<file path="config.mk">
export PLATFORM = sky130hd
export DESIGN_NAME = barometric_letter_forecast
export DESIGN_NICKNAME = d
export VERILOG_FILES = /design/src/rtl/blf_pkg.sv /design/src/rtl/blf_wind.sv /design/src/rtl/blf_letter.sv /design/src/rtl/barometric_letter_forecast.sv
export VERILOG_INCLUDE_DIRS = /design/src /design/src/rtl
export SDC_FILE = /design/constraint.sdc
export NUM_CORES = 1
export LEC_CHECK = 0
export BUFFER_PORTS_ARGS = -buffer_cell sky130_fd_sc_hd__buf_2
export CAP_MARGIN = 20
export CORE_ASPECT_RATIO = 2
export CORE_MARGIN = 10
export CORE_UTILIZATION = 40
export CTS_BUF_LIST = sky130_fd_sc_hd__clkbuf_4 sky130_fd_sc_hd__clkbuf_8 sky130_fd_sc_hd__clkbuf_16
export DETAILED_ROUTE_END_ITERATION = 8
export PLACE_DENSITY = 0.59
export SYNTH_ARGS = -nofsm -noshare
export SYNTH_HDL_FRONTEND = slang
export SYNTH_SLANG_ARGS = --single-unit
</file>
<file path="constraint.sdc">
create_clock -name clk -period 17.6 [get_ports clk]
set_input_delay 0.88 -clock clk [delete_from_list [all_inputs] [get_ports clk]]
set_output_delay 0.88 -clock clk [all_outputs]
set_load 0.05 [all_outputs]
</file>
<file path="src/rtl/barometric_letter_forecast_assert.svh">
// ----------------------------------------------------------------------------
// Assertion macros for the barometric letter forecaster
// Concurrent checks, clocked on clk and disabled during rst; empty in synthesis.
// ----------------------------------------------------------------------------
`ifndef BAROMETRIC_LETTER_FORECAST_ASSERT_SVH
`define BAROMETRIC_LETTER_FORECAST_ASSERT_SVH
`ifndef SYNTHESIS
// Condition must never hold
`define BLF_ASSERT_NEVER(label, cond, msg) \
  label: assert property (@(posedge clk) disable iff (rst) !(cond)) else $error(msg);
// Same-cycle implication
`define BLF_ASSERT_IMPLIES(label, ante, cons, msg) \
  label: assert property (@(posedge clk) disable iff (rst) (ante) |-> (cons)) else $error(msg);
// Next-cycle implication
`define BLF_ASSERT_NEXT(label, ante, cons, msg) \
  label: assert property (@(posedge clk) disable iff (rst) (ante) |=> (cons)) else $error(msg);
`else
`define BLF_ASSERT_NEVER(label, cond, msg)
`define BLF_ASSERT_IMPLIES(label, ante, cons, msg)
`define BLF_ASSERT_NEXT(label, ante, cons, msg)
`endif
`endif

</file>
<file path="src/rtl/blf_pkg.sv">
// ----------------------------------------------------------------------------
// blf_pkg
// Types, constants and lookup tables shared by the barometric letter forecaster.
// ----------------------------------------------------------------------------
package blf_pkg;

  // Configuration port
  localparam int CFG_INDEX_W = 1;
  localparam int CFG_DATA_W  = 14;
  localparam logic [CFG_INDEX_W-1:0] REG_HEMISPHERE = 1'b0;
  localparam logic [CFG_INDEX_W-1:0] REG_THRESHOLD  = 1'b1;
  localparam logic [CFG_DATA_W-1:0]  THRESHOLD_RESET = 14'd10;

  // Pressure limits and corrections, 0.01 hPa
  localparam logic [16:0] P_LOW       = 17'd95000;
  localparam logic [16:0] P_HIGH      = 17'd105000;
  localparam logic [17:0] SEASON_STEP = 18'd320;

  // Wind sectors, tenths of a degree
  localparam logic [11:0] FULL_TURN    = 12'd3600;
  localparam int          SECTORS      = 16;
  localparam int          SECTOR_WIDTH = 225;
  localparam int          SECTOR_HALF  = 112;

  // Linear index: idx = floor((coef * (centre - p) + HALF) / SCALE)
  localparam int IDX_SCALE = 1000000;
  localparam int IDX_HALF  = 500000;

  localparam int RISE_COEF     = 1740;
  localparam int RISE_CENTRE   = 103140;
  localparam int RISE_ENTRIES  = 14;
  localparam int FALL_COEF     = 1553;
  localparam int FALL_CENTRE   = 102995;
  localparam int FALL_ENTRIES  = 10;
  localparam int STEADY_COEF   = 2314;
  localparam int STEADY_CENTRE = 103081;
  localparam int STEADY_ENTRIES = 17;

  typedef enum logic [1:0] {
    CLASS_STEADY  = 2'd0,
    CLASS_RISING  = 2'd1,
    CLASS_FALLING = 2'd2
  } trend_class_t;

  typedef struct packed {
    logic [17:0]        pressure_centi_hpa;
    logic               pressure_ok;
    logic signed [15:0] trend_centi_hpa_h;
    logic               trend_ok;
    logic [3:0]         month_number;
    logic               month_ok;
    logic [11:0]        wind_dir_decideg;
    logic               wind_ok;
  } in_item_t;

  typedef struct packed {
    logic        forecast_ok;
    logic [4:0]  letter_index;
    logic [1:0]  trend_class;
    logic [16:0] adjusted_centi_hpa;
    logic        wind_applied;
    logic        season_applied;
  } out_item_t;

  typedef struct packed {
    logic               applied;
    logic signed [11:0] adj;
  } wind_res_t;

  // Wind correction per sector, 0.01 hPa
  function automatic logic signed [11:0] wind_adj(input logic [3:0] sec);
    logic signed [11:0] v;
    case (sec)
      4'd0:    v = 12'sd520;
      4'd1:    v = 12'sd420;
      4'd2:    v = 12'sd320;
      4'd3:    v = 12'sd105;
      4'd4:    v = -12'sd110;
      4'd5:    v = -12'sd315;
      4'd6:    v = -12'sd520;
      4'd7:    v = -12'sd835;
      4'd8:    v = -12'sd1150;
      4'd9:    v = -12'sd940;
      4'd10:   v = -12'sd730;
      4'd11:   v = -12'sd525;
      4'd12:   v = -12'sd320;
      4'd13:   v = -12'sd115;
      4'd14:   v = 12'sd90;
      4'd15:   v = 12'sd305;
      default: v = 12'sd0;
    endcase
    return v;
  endfunction

  // Highest pressure that still reaches index k (k >= 1)
  function automatic int rise_limit(input int k);
    return RISE_CENTRE - (k * IDX_SCALE - IDX_HALF + RISE_COEF - 1) / RISE_COEF;
  endfunction

  function automatic int fall_limit(input int k);
    return FALL_CENTRE - (k * IDX_SCALE - IDX_HALF + FALL_COEF - 1) / FALL_COEF;
  endfunction

  function automatic int steady_limit(input int k);
    return STEADY_CENTRE - (k * IDX_SCALE - IDX_HALF + STEADY_COEF - 1) / STEADY_COEF;
  endfunction

  function automatic logic [4:0] rise_letter(input logic [3:0] idx);
    logic [4:0] v;
    case (idx)
      4'd0:    v = 5'd0;
      4'd1:    v = 5'd1;
      4'd2:    v = 5'd1;
      4'd3:    v = 5'd2;
      4'd4:    v = 5'd5;
      4'd5:    v = 5'd6;
      4'd6:    v = 5'd8;
      4'd7:    v = 5'd9;
      4'd8:    v = 5'd11;
      4'd9:    v = 5'd12;
      4'd10:   v = 5'd12;
      4'd11:   v = 5'd16;
      4'd12:   v = 5'd19;
      4'd13:   v = 5'd24;
      default: v = 5'd0;
    endcase
    return v;
  endfunction

  function automatic logic [4:0] fall_letter(input logic [3:0] idx);
    logic [4:0] v;
    case (idx)
      4'd0:    v = 5'd1;
      4'd1:    v = 5'd3;
      4'd2:    v = 5'd7;
      4'd3:    v = 5'd14;
      4'd4:    v = 5'd17;
      4'd5:    v = 5'd20;
      4'd6:    v = 5'd21;
      4'd7:    v = 5'd23;
      4'd8:    v = 5'd23;
      4'd9:    v = 5'd25;
      default: v = 5'd0;
    endcase
    return v;
  endfunction

  function automatic logic [4:0] steady_letter(input logic [4:0] idx);
    logic [4:0] v;
    case (idx)
      5'd0:    v = 5'd0;
      5'd1:    v = 5'd1;
      5'd2:    v = 5'd1;
      5'd3:    v = 5'd1;
      5'd4:    v = 5'd4;
      5'd5:    v = 5'd10;
      5'd6:    v = 5'd13;
      5'd7:    v = 5'd13;
      5'd8:    v = 5'd15;
      5'd9:    v = 5'd15;
      5'd10:   v = 5'd18;
      5'd11:   v = 5'd22;
      5'd12:   v = 5'd22;
      5'd13:   v = 5'd23;
      5'd14:   v = 5'd23;
      5'd15:   v = 5'd23;
      5'd16:   v = 5'd25;
      default: v = 5'd0;
    endcase
    return v;
  endfunction

endpackage

</file>
<file path="src/rtl/blf_wind.sv">
// ----------------------------------------------------------------------------
// blf_wind
// Maps wind direction to one of 16 sectors and returns its pressure correction.
// ----------------------------------------------------------------------------
module blf_wind
  import blf_pkg::*;
(
  input  logic [11:0] wind_dir_decideg,
  input  logic        wind_ok,
  input  logic        northern,
  output wind_res_t   res
);

  logic [11:0]        dir_wrapped;
  logic [SECTORS-1:0] thermo;
  logic [4:0]         sector_count;
  logic [3:0]         sector;

  // Wrap directions of a full turn or more
  assign dir_wrapped = (wind_dir_decideg >= FULL_TURN) ? (wind_dir_decideg - FULL_TURN)
                                                       : wind_dir_decideg;

  // Sector boundaries sit half a sector off the compass points
  always_comb begin
    for (int k = 1; k <= SECTORS; k++) begin
      thermo[k-1] = (int'(dir_wrapped) >= (SECTOR_WIDTH * k - SECTOR_HALF));
    end
  end

  assign sector_count = 5'($countones(thermo));

  // Wrap sector 16 to 0; move half a turn in the southern hemisphere
  assign sector = sector_count[3:0] ^ {!northern, 3'b000};

  assign res.applied = wind_ok;
  assign res.adj     = wind_ok ? wind_adj(sector) : 12'sd0;

endmodule

</file>
<file path="src/rtl/blf_letter.sv">
// ----------------------------------------------------------------------------
// blf_letter
// Turns adjusted pressure and trend class into a forecast letter.
// ----------------------------------------------------------------------------
module blf_letter
  import blf_pkg::*;
(
  input  logic [16:0]  pressure,
  input  trend_class_t trend_class,
  output logic [4:0]   letter_index
);

  logic [RISE_ENTRIES-2:0]   rise_thermo;
  logic [FALL_ENTRIES-2:0]   fall_thermo;
  logic [STEADY_ENTRIES-2:0] steady_thermo;
  logic [3:0]                rise_idx;
  logic [3:0]                fall_idx;
  logic [4:0]                steady_idx;

  // Compare against the pressure limit of every index step; the limits fall
  // with k, so the count of passed limits is the clamped index
  always_comb begin
    for (int k = 1; k < RISE_ENTRIES; k++) begin
      rise_thermo[k-1] = (int'(pressure) <= rise_limit(k));
    end
    for (int k = 1; k < FALL_ENTRIES; k++) begin
      fall_thermo[k-1] = (int'(pressure) <= fall_limit(k));
    end
    for (int k = 1; k < STEADY_ENTRIES; k++) begin
      steady_thermo[k-1] = (int'(pressure) <= steady_limit(k));
    end
  end

  assign rise_idx   = 4'($countones(rise_thermo));
  assign fall_idx   = 4'($countones(fall_thermo));
  assign steady_idx = 5'($countones(steady_thermo));

  // Pick the table of the trend class
  always_comb begin
    case (trend_class)
      CLASS_RISING:  letter_index = rise_letter(rise_idx);
      CLASS_FALLING: letter_index = fall_letter(fall_idx);
      CLASS_STEADY:  letter_index = steady_letter(steady_idx);
      default:       letter_index = 5'd0;
    endcase
  end

endmodule

</file>
<file path="src/rtl/barometric_letter_forecast.sv">
// ----------------------------------------------------------------------------
// barometric_letter_forecast
// Zambretti-style forecast letter from pressure, trend, month and wind.
// ----------------------------------------------------------------------------
// Usage:
//   Input items arrive on in_valid/in_ready/in_data, results leave on
//   out_valid/out_ready/out_data; a transaction completes when valid and
//   ready are both high at a rising edge of clk.
//   The block has an input register and a result register with the whole
//   computation between them: a result shows on out_valid once it moves from
//   the input register into the result register, and one item is taken every
//   cycle while the receiver keeps out_ready high.
//   If the receiver stalls, the result register holds and the input register
//   fills; in_ready drops only when both are occupied, and nothing is lost.
//   Configuration goes through cfg_write/cfg_index/cfg_data, taken at once,
//   and should only be written while no transaction is in flight.
//   Synchronous reset empties both registers and restores northern
//   hemisphere and a trend threshold of 0.10 hPa/h.
// ----------------------------------------------------------------------------
`include "barometric_letter_forecast_assert.svh"

module barometric_letter_forecast
  import blf_pkg::*;
(
  input  logic                   clk,
  input  logic                   rst,
  input  logic                   in_valid,
  output logic                   in_ready,
  input  in_item_t               in_data,
  output logic                   out_valid,
  input  logic                   out_ready,
  output out_item_t              out_data,
  input  logic                   cfg_write,
  input  logic [CFG_INDEX_W-1:0] cfg_index,
  input  logic [CFG_DATA_W-1:0]  cfg_data
);

  logic                  northern;
  logic [CFG_DATA_W-1:0] threshold;

  logic      s1_valid;
  in_item_t  s1_data;
  logic      out_advance;

  logic                pressure_usable;
  logic [16:0]         p_clamp;
  wind_res_t           wind_res;
  logic signed [16:0]  trend_ext;
  logic signed [16:0]  thr_pos;
  logic signed [16:0]  thr_neg;
  trend_class_t        cls;
  logic                summer;
  logic                season_used;
  logic [17:0]         p_sum;
  logic [16:0]         p_adj;
  logic [4:0]          letter;
  out_item_t           result;

  // Configuration registers
  always_ff @(posedge clk) begin
    if (rst) begin
      northern  <= 1'b1;
      threshold <= THRESHOLD_RESET;
    end else if (cfg_write) begin
      case (cfg_index)
        REG_HEMISPHERE: northern  <= cfg_data[0];
        REG_THRESHOLD:  threshold <= cfg_data;
        default: ;
      endcase
    end
  end

  // Pipeline flow control
  assign out_advance = !out_valid || out_ready;
  assign in_ready    = !s1_valid || out_advance;

  // Input register
  always_ff @(posedge clk) begin
    if (rst) begin
      s1_valid <= 1'b0;
    end else if (in_ready) begin
      s1_valid <= in_valid;
    end
  end

  always_ff @(posedge clk) begin
    if (in_ready && in_valid) begin
      s1_data <= in_data;
    end
  end

  // Clamp pressure to the table range
  always_comb begin
    if (s1_data.pressure_centi_hpa < {1'b0, P_LOW}) begin
      p_clamp = P_LOW;
    end else if (s1_data.pressure_centi_hpa > {1'b0, P_HIGH}) begin
      p_clamp = P_HIGH;
    end else begin
      p_clamp = s1_data.pressure_centi_hpa[16:0];
    end
  end

  blf_wind u_wind (
    .wind_dir_decideg (s1_data.wind_dir_decideg),
    .wind_ok          (s1_data.wind_ok),
    .northern         (northern),
    .res              (wind_res)
  );

  // Classify the trend against the signed threshold
  assign trend_ext = {s1_data.trend_centi_hpa_h[15], s1_data.trend_centi_hpa_h};
  assign thr_pos   = $signed({3'b000, threshold});
  assign thr_neg   = -thr_pos;

  always_comb begin
    if (trend_ext >= thr_pos) begin
      cls = CLASS_RISING;
    end else if (trend_ext <= thr_neg) begin
      cls = CLASS_FALLING;
    end else begin
      cls = CLASS_STEADY;
    end
  end

  // Summer half-year depends on hemisphere; invalid months never count
  always_comb begin
    summer = 1'b0;
    if (s1_data.month_ok && (s1_data.month_number inside {[4'd1:4'd12]})) begin
      summer = northern ? (s1_data.month_number inside {[4'd4:4'd9]})
                        : !(s1_data.month_number inside {[4'd4:4'd9]});
    end
  end

  assign season_used = summer && (cls != CLASS_STEADY);

  // Add wind and season corrections
  always_comb begin
    p_sum = {1'b0, p_clamp} + {{6{wind_res.adj[11]}}, wind_res.adj};
    if (season_used && (cls == CLASS_RISING)) begin
      p_sum = p_sum + SEASON_STEP;
    end else if (season_used) begin
      p_sum = p_sum - SEASON_STEP;
    end
  end

  assign p_adj = p_sum[16:0];

  blf_letter u_letter (
    .pressure     (p_adj),
    .trend_class  (cls),
    .letter_index (letter)
  );

  // Zero the whole result when pressure or trend is unusable
  assign pressure_usable = s1_data.pressure_ok && s1_data.trend_ok;

  always_comb begin
    result = '0;
    if (pressure_usable) begin
      result.forecast_ok        = 1'b1;
      result.letter_index       = letter;
      result.trend_class        = cls;
      result.adjusted_centi_hpa = p_adj;
      result.wind_applied       = wind_res.applied;
      result.season_applied     = season_used;
    end
  end

  // Result register
  always_ff @(posedge clk) begin
    if (rst) begin
      out_valid <= 1'b0;
    end else if (out_advance) begin
      out_valid <= s1_valid;
    end
  end

  always_ff @(posedge clk) begin
    if (out_advance && s1_valid) begin
      out_data <= result;
    end
  end

  // Checks
  `BLF_ASSERT_IMPLIES(a_unusable_zero, out_valid && !out_data.forecast_ok,
                      out_data == '0, "unusable reading left nonzero fields")
  `BLF_ASSERT_IMPLIES(a_steady_no_season,
                      out_valid && (out_data.trend_class == CLASS_STEADY),
                      !out_data.season_applied, "season correction on steady trend")
  `BLF_ASSERT_IMPLIES(a_adjusted_range, out_valid && out_data.forecast_ok,
                      (out_data.adjusted_centi_hpa >= 17'd93530) &&
                      (out_data.adjusted_centi_hpa <= 17'd105840),
                      "adjusted pressure out of range")
  `BLF_ASSERT_NEXT(a_stage_hold, s1_valid && !out_advance,
                   s1_valid && $stable(s1_data), "input stage lost item under stall")

endmodule

</file>
---- After elaboration in Yosys (flattened, before gate mapping) ----
Memory sizes are Yosys's and may differ from the RTL's.
Cells that the tools add are included.
storage, ports and cells
  register bits ........................... 98
  ROM bits ................................ 512
  input port bits ......................... 74
  output and inout port bits .............. 29
  logic and storage cells ................. 174
  memories kept ........................... 4
memories
  name              words  bits a word  rd ports  clocked after memory_dff  write ports  RTL line        source
  (name not given)  16     12           1         0                         0            blf_pkg.sv:73   case (sec)
  (name not given)  32     5            1         0                         0            blf_pkg.sv:150  case (idx)
  (name not given)  16     5            1         0                         0            blf_pkg.sv:110  case (idx)
  (name not given)  16     5            1         0                         0            blf_pkg.sv:132  case (idx)
cells by class
  add/sub/neg operators ................... 55
  $lt $le $gt $ge ......................... 63
  equality and inequality tests ........... 2
  muxes and demuxes ....................... 12
  bitwise logic cells ..................... 2
  reductions and logical operators ........ 18
operators by type and width
  cell                    number
  $le 17x17->1 const B    38
  $ge 12x12->1 const B    8
  $mux 17                 4
  $add 4x4->4             15
  $add 1x1->2             26
  $ge 12x11->1 const B    4
  $ge 12x10->1 const B    3
  $add 5x5->5             7
  $mux 27                 1
  $mux 12                 2
  $gt 18x17->1 const B    1
  $lt 18x17->1 const B    1
  $add 17x17->17          1
  $add 17x9->17 const B   1
  $le 16x17->1            1
  $neg 14->17             1
  $sub 17x9->17 const B   1
  $ge 16x15->1            1
  $pmux 5 s3              1
  $ge 12x7->1 const B     1
  $ge 12x9->1 const B     1
  $sub 12x12->12 const B  1
  $add 4x1->4             2
  $le 4x4->1 const B      2
  14 further kinds        28

---- Longest topological paths before layout ----
An unclocked memory read counts as a cell.
  word-level depth ........................ 22
  mapped depth ............................ 65
  gate-level depth less buffers ........... 63

---- By module ----
Synthesis repeated with hierarchy kept, for this count alone.
unflattened totals
  cells, all modules ...................... 1239
  area, all modules ....................... 10510.1 um^2
by module, submodules not included
  module                      times used  cells each  area an instance (um^2)  seq. area each (um^2)
  barometric_letter_forecast  1           590         5989.5                   2772.7
  blf_letter                  1           437         2941.6                   0.0
  blf_wind                    1           212         1579.0                   0.0

---- Worst setup path after synthesis ----
Ideal clock, no wire load.
  path type ............................... register -> register
  from .................................... register s1_data[4] (netlist bit)
  to ...................................... register out_data[24] (netlist bit), data pin
  library setup time ...................... 279 ps
  data arrival time ....................... 13727 ps
  required time ........................... 17321 ps
  slack ................................... 3595 ps
  stages on the path, launching flop included .. 60
  path buffers ............................ 4
  period minus slack after synthesis ...... 14005 ps
  cell sequence ........................... edfxtp_1 clkbuf_1 nor4_1 and4_1 o21ai_1 inv_1 nand2_1 or3_1 xnor2_1 nand2_1 a211o_1 a21oi_1 ha_1 inv_1 fa_1 fa_1 fa_1 inv_1 (+24 left out) ha_1 inv_1 fa_1 inv_1 fa_1 inv_1 fa_1 fa_1 inv_1 ha_1 inv_1 fa_1 xnor2_1 nor3_1 a21oi_1 o21ai_0 a211oi_1 a311oi_1
between the ends
  longest elaborated chain between the ends .. 21
  elaborated cells between the ends (all ways) .. 119
  those cells by class .................... add/sub: 54; order compare: 55; mux: 5; bitwise: 1; memory: 4
RTL lines
  element                                                                 RTL line                                              source
  start: declaration                                                      barometric_letter_forecast.sv:42                      in_item_t s1_data;
  start signal: assignment                                                barometric_letter_forecast.sv:88                      s1_data <= in_data;
  $sub 12x12->12 / $ge 12x12->1 (equally long branches)                   blf_wind.sv:20                                        assign dir_wrapped = (wind_dir_decideg >= FULL_TURN) ? (wind_dir_decideg - FULL_TURN)
  $mux 12 (*)                                                             blf_wind.sv:20
  $ge 12x7->1 (tied with other cells)                                     blf_wind.sv:26                                        thermo[k-1] = (int'(dir_wrapped) >= (SECTOR_WIDTH * k - SECTOR_HALF));
  $add 1x1->2 (implied by the code)                                       blf_wind.sv:30                                        assign sector_count = 5'($countones(thermo));
  $add 4x4->4 (implied by the code) (2 in a row)                          blf_wind.sv:30
  $add 4x4->4 (implied by the code) (*)                                   blf_wind.sv:30
  $xor 4x4->4 (*)                                                         blf_wind.sv:33                                        assign sector = sector_count[3:0] ^ {!northern, 3'b000};
  $mem_v2 16x12 (*)                                                       --
  (+2 left out)                                                           --
  $sub 17x9->17                                                           barometric_letter_forecast.sv:142                     p_sum = p_sum - SEASON_STEP;
  $mux 17                                                                 barometric_letter_forecast.sv:141                     end else if (season_used) begin
  $mux 17 (*)                                                             barometric_letter_forecast.sv:139                     if (season_used && (cls == CLASS_RISING)) begin
  $le 17x17->1, on equally long branches                                  blf_letter.sv:30, blf_letter.sv:24, blf_letter.sv:27
  $add 1x1->2, on equally long branches                                   blf_letter.sv:36, blf_letter.sv:34, blf_letter.sv:35
  $add 5x5->5 (implied by the code) (tied with other cells) (3 in a row)  blf_letter.sv:36                                      assign steady_idx = 5'($countones(steady_thermo));
  $mem_v2 32x5 (tied with other cells)                                    --
  $pmux 5 s3 (*)                                                          blf_letter.sv:40                                      case (trend_class)
  end signal: assignment                                                  barometric_letter_forecast.sv:180                     out_data <= result;
  end: declaration                                                        barometric_letter_forecast.sv:32                      output out_item_t out_data,
Every way passes the cells marked *; elsewhere a longest branch is shown, timed or not.
A chain may end at the register's enable or synchronous reset.

---- Worst setup path after layout ----
  from .................................... register s1_data[2] (netlist bit)
  to ...................................... register out_data[24] (netlist bit), data pin
Same word-level chain as after synthesis.

==> flow_summary.toml <==
[status]
status = "finished, final reports clean"

[run]
cap_violations = 0

[floorplanning]
initial_core_util = 0.406
core_um2 = 25000
pin_count = 103
fp.dieH_um = 245
core.rowCount = 82
die-area_um2 = 32500
fp.dieW_um = 133

[critical_path]
crit_path_end_kind = "register"
slowest_stage = "xor2_1"
crit_fanout = 12
crit_top_cell = "fa_1"
slowest_delay_ns = 0.79
cp-start-kind = "register"
crit_type = "reg2reg"
critPathArrivalTime_ns = 16.45
cp.required_ns = 17.78
cp_num_buf_inv = 5
crit_family = "adder cells"

[sta]
min_period_ns = 16.26
setup_tns_ns = 0
fmax_mhz = 61.5
setup_viol = 0
finalHoldViolCount = 0
layout_worst_path_cycle_share = 0.924
worstMarginPinSlew_ns = 1.08
slew-limit-headroom = 0.269
final_max_slew_viol_count = 0
skew_ns = 0.0193
rsz0062_at_grt = "false"

[logic_synthesis]
synthArstFlopShare = 0
ys.flop_type = "edfxtp_1"
synth_seq_cells = 98
synth_area_um2 = 10200
ys_seq_area_frac = 0.273
syn_inst = 1189
synth_nets = 1397
synth_cell_type_count = 84
synth_area_per_cell_um2 = 8.54
synth_enable_flop_cells = 81
yosysWarnings = 0

[route]
drcViolationCount = 0
drt_iter0_drc = 694
dr.pass1.iters = 5
via_per_inst = 5.92
ant_nets = 0
wl_per_cell_um = 23.1
wirelength_um = 37300
num_vias = 9575

[global_route]
grt_pass1_vias = 9998
overflow = 0
grtUsageTotal = 0.228
grt_pass1_wl_um = 57000
grt_max_degree = 55
antenna_found_initial = 1

[placed_design]
gp_congestion = 1.07
io_buffers = 102
numPlacedInstances = 1601
dp_hpwl_um = 30200

[cells_and_area]
fill_cells = 2578
layout-drive-gt1-share = 0.137
area_delta_synth_final_pct = 11.9
fin_nets = 1484
fin_cells = 1618

[clock_tree]
cts_resized = 0
hold_buffers = 0
cts.sinks = 98
cts_tree = "yes"
clk_pin_slew_ns = 0.07
postCtsSetupBuffers = 0
insertion_delay_ns = 0.37
cts.htree.levels = 3
clk_path_buf_depth = 2
cts_buffers = 9
cts_root_buffer = "clkbuf_16"

[worst_hold_path]
worstHoldPathType = "reg2reg"
==> worst min-delay path, stage by stage, from the launching register on <==
cell and delay, ns:
dfxtp_1 0.31, nand2_1 0.05, a21oi_1 0.06
==> metal layers <==
layer,global-route usage,routed length (um),part of all wire
met3,0.0464,1630,0.044
met2,0.447,20800,0.56
met1,0.190,11600,0.31
met5,0,0,0
met4,0.185,3310,0.089
==> final cells by class <==
class | instances | area (um2) | share of cell area
clock inverters | 6 | 41.3 | 0.00363
clock buffers | 10 | 233 | 0.0205
repair buffers | 128 | 706 | 0.0621
flip-flops and latches | 98 | 2770 | 0.244
well taps | 336 | 420 | 0.0370
inverters | 105 | 394 | 0.0347
diodes | 1 | 2.50 | 0.000220
multi-input cells | 934 | 6790 | 0.598
==> placed cells by master (no fill, tap or decap), types with 20 or more instances in the layout <==
| cell type | netlist | routed |
|---|---|---|
| a21oi_1 | 94 | 94 |
| nand3_1 | 41 | 41 |
| edfxtp_1 | 81 | 81 |
| o21ai_0 | 71 | 71 |
| a31oi_1 | 23 | 23 |
| nand2_1 | 103 | 103 |
| nand4_1 | 24 | 24 |
| o211ai_1 | 28 | 28 |
| ha_1 | 98 | 98 |
| buf_4 | 1 | 26 |
| fa_1 | 36 | 36 |
| nor3_1 | 32 | 32 |
| inv_1 | 105 | 105 |
| buf_2 | 1 | 102 |
| nor2_1 | 88 | 88 |
| and2_1 | 21 | 20 |
| xnor2_1 | 31 | 30 |
==> stage by stage <==
step                hold slack [ns]  worst slack [ns]  cell area, um2  utilization
floorplan                     0.436              3.59           10200            -
global placement              0.451              1.77           11100        0.443
detailed placement            0.454              1.54           11100        0.443
CTS                           0.464              1.51           11400        0.454
global route                  0.490             0.481           11400        0.454
finish                        0.466              1.34           11400        0.454
==> Yosys cell counts (17+ instances only) <==
cell | number | area [um2]
a31oi_1 | 23 | 144
and3_1 | 17 | 106
o211ai_1 | 28 | 210
and2_1 | 21 | 131
nand4_1 | 24 | 150
nand2_1 | 103 | 387
xnor2_1 | 31 | 272
dfxtp_1 | 17 | 340
a21oi_1 | 94 | 470
clkbuf_1 | 45 | 169
o21ai_0 | 71 | 355
fa_1 | 36 | 721
nor2_1 | 88 | 330
nand3_1 | 41 | 205
nor3_1 | 32 | 160
inv_1 | 105 | 394
ha_1 | 98 | 1230
edfxtp_1 | 81 | 2430
==> state kept, by name, summed over array words and instances (netlist names) <==
signal / count
northern: 1
threshold: 14
out_valid: 1
out_data: 27
s1_valid: 1
s1_data: 54
==> kinds of logic (layout without fill, tap and decap cells) <==
logic type | after synthesis | in the layout | share of synthesized area
fa+ha+maj | 134 | 134 | 0.192
simple gates | 408 | 408 | 0.203
buf+inv | 157 | 249 | 0.0593
mux | 8 | 8 | 0.00813
other cells | 0 | 1 | 0
flops | 98 | 98 | 0.273
xor+xnor | 47 | 47 | 0.0428
compound gates | 337 | 337 | 0.222
==> worst paths after layout <==
| path | depth (start not counted) | slack, ns | start | to |
|---|---|---|---|---|
| worst min register to register | 2 | 0.47 | threshold[9] | threshold[9] |
| worst min-delay path | 2 | 0.47 | threshold[9] | threshold[9] |
| worst max register to register | 47 | 1.34 | s1_data[2] | out_data[24] |
| worst max-delay path | 47 | 1.34 | s1_data[2] | out_data[24] |
Power is not shown: default switching activity piles up to over one toggle a cycle in this logic, so the estimate is an artifact.
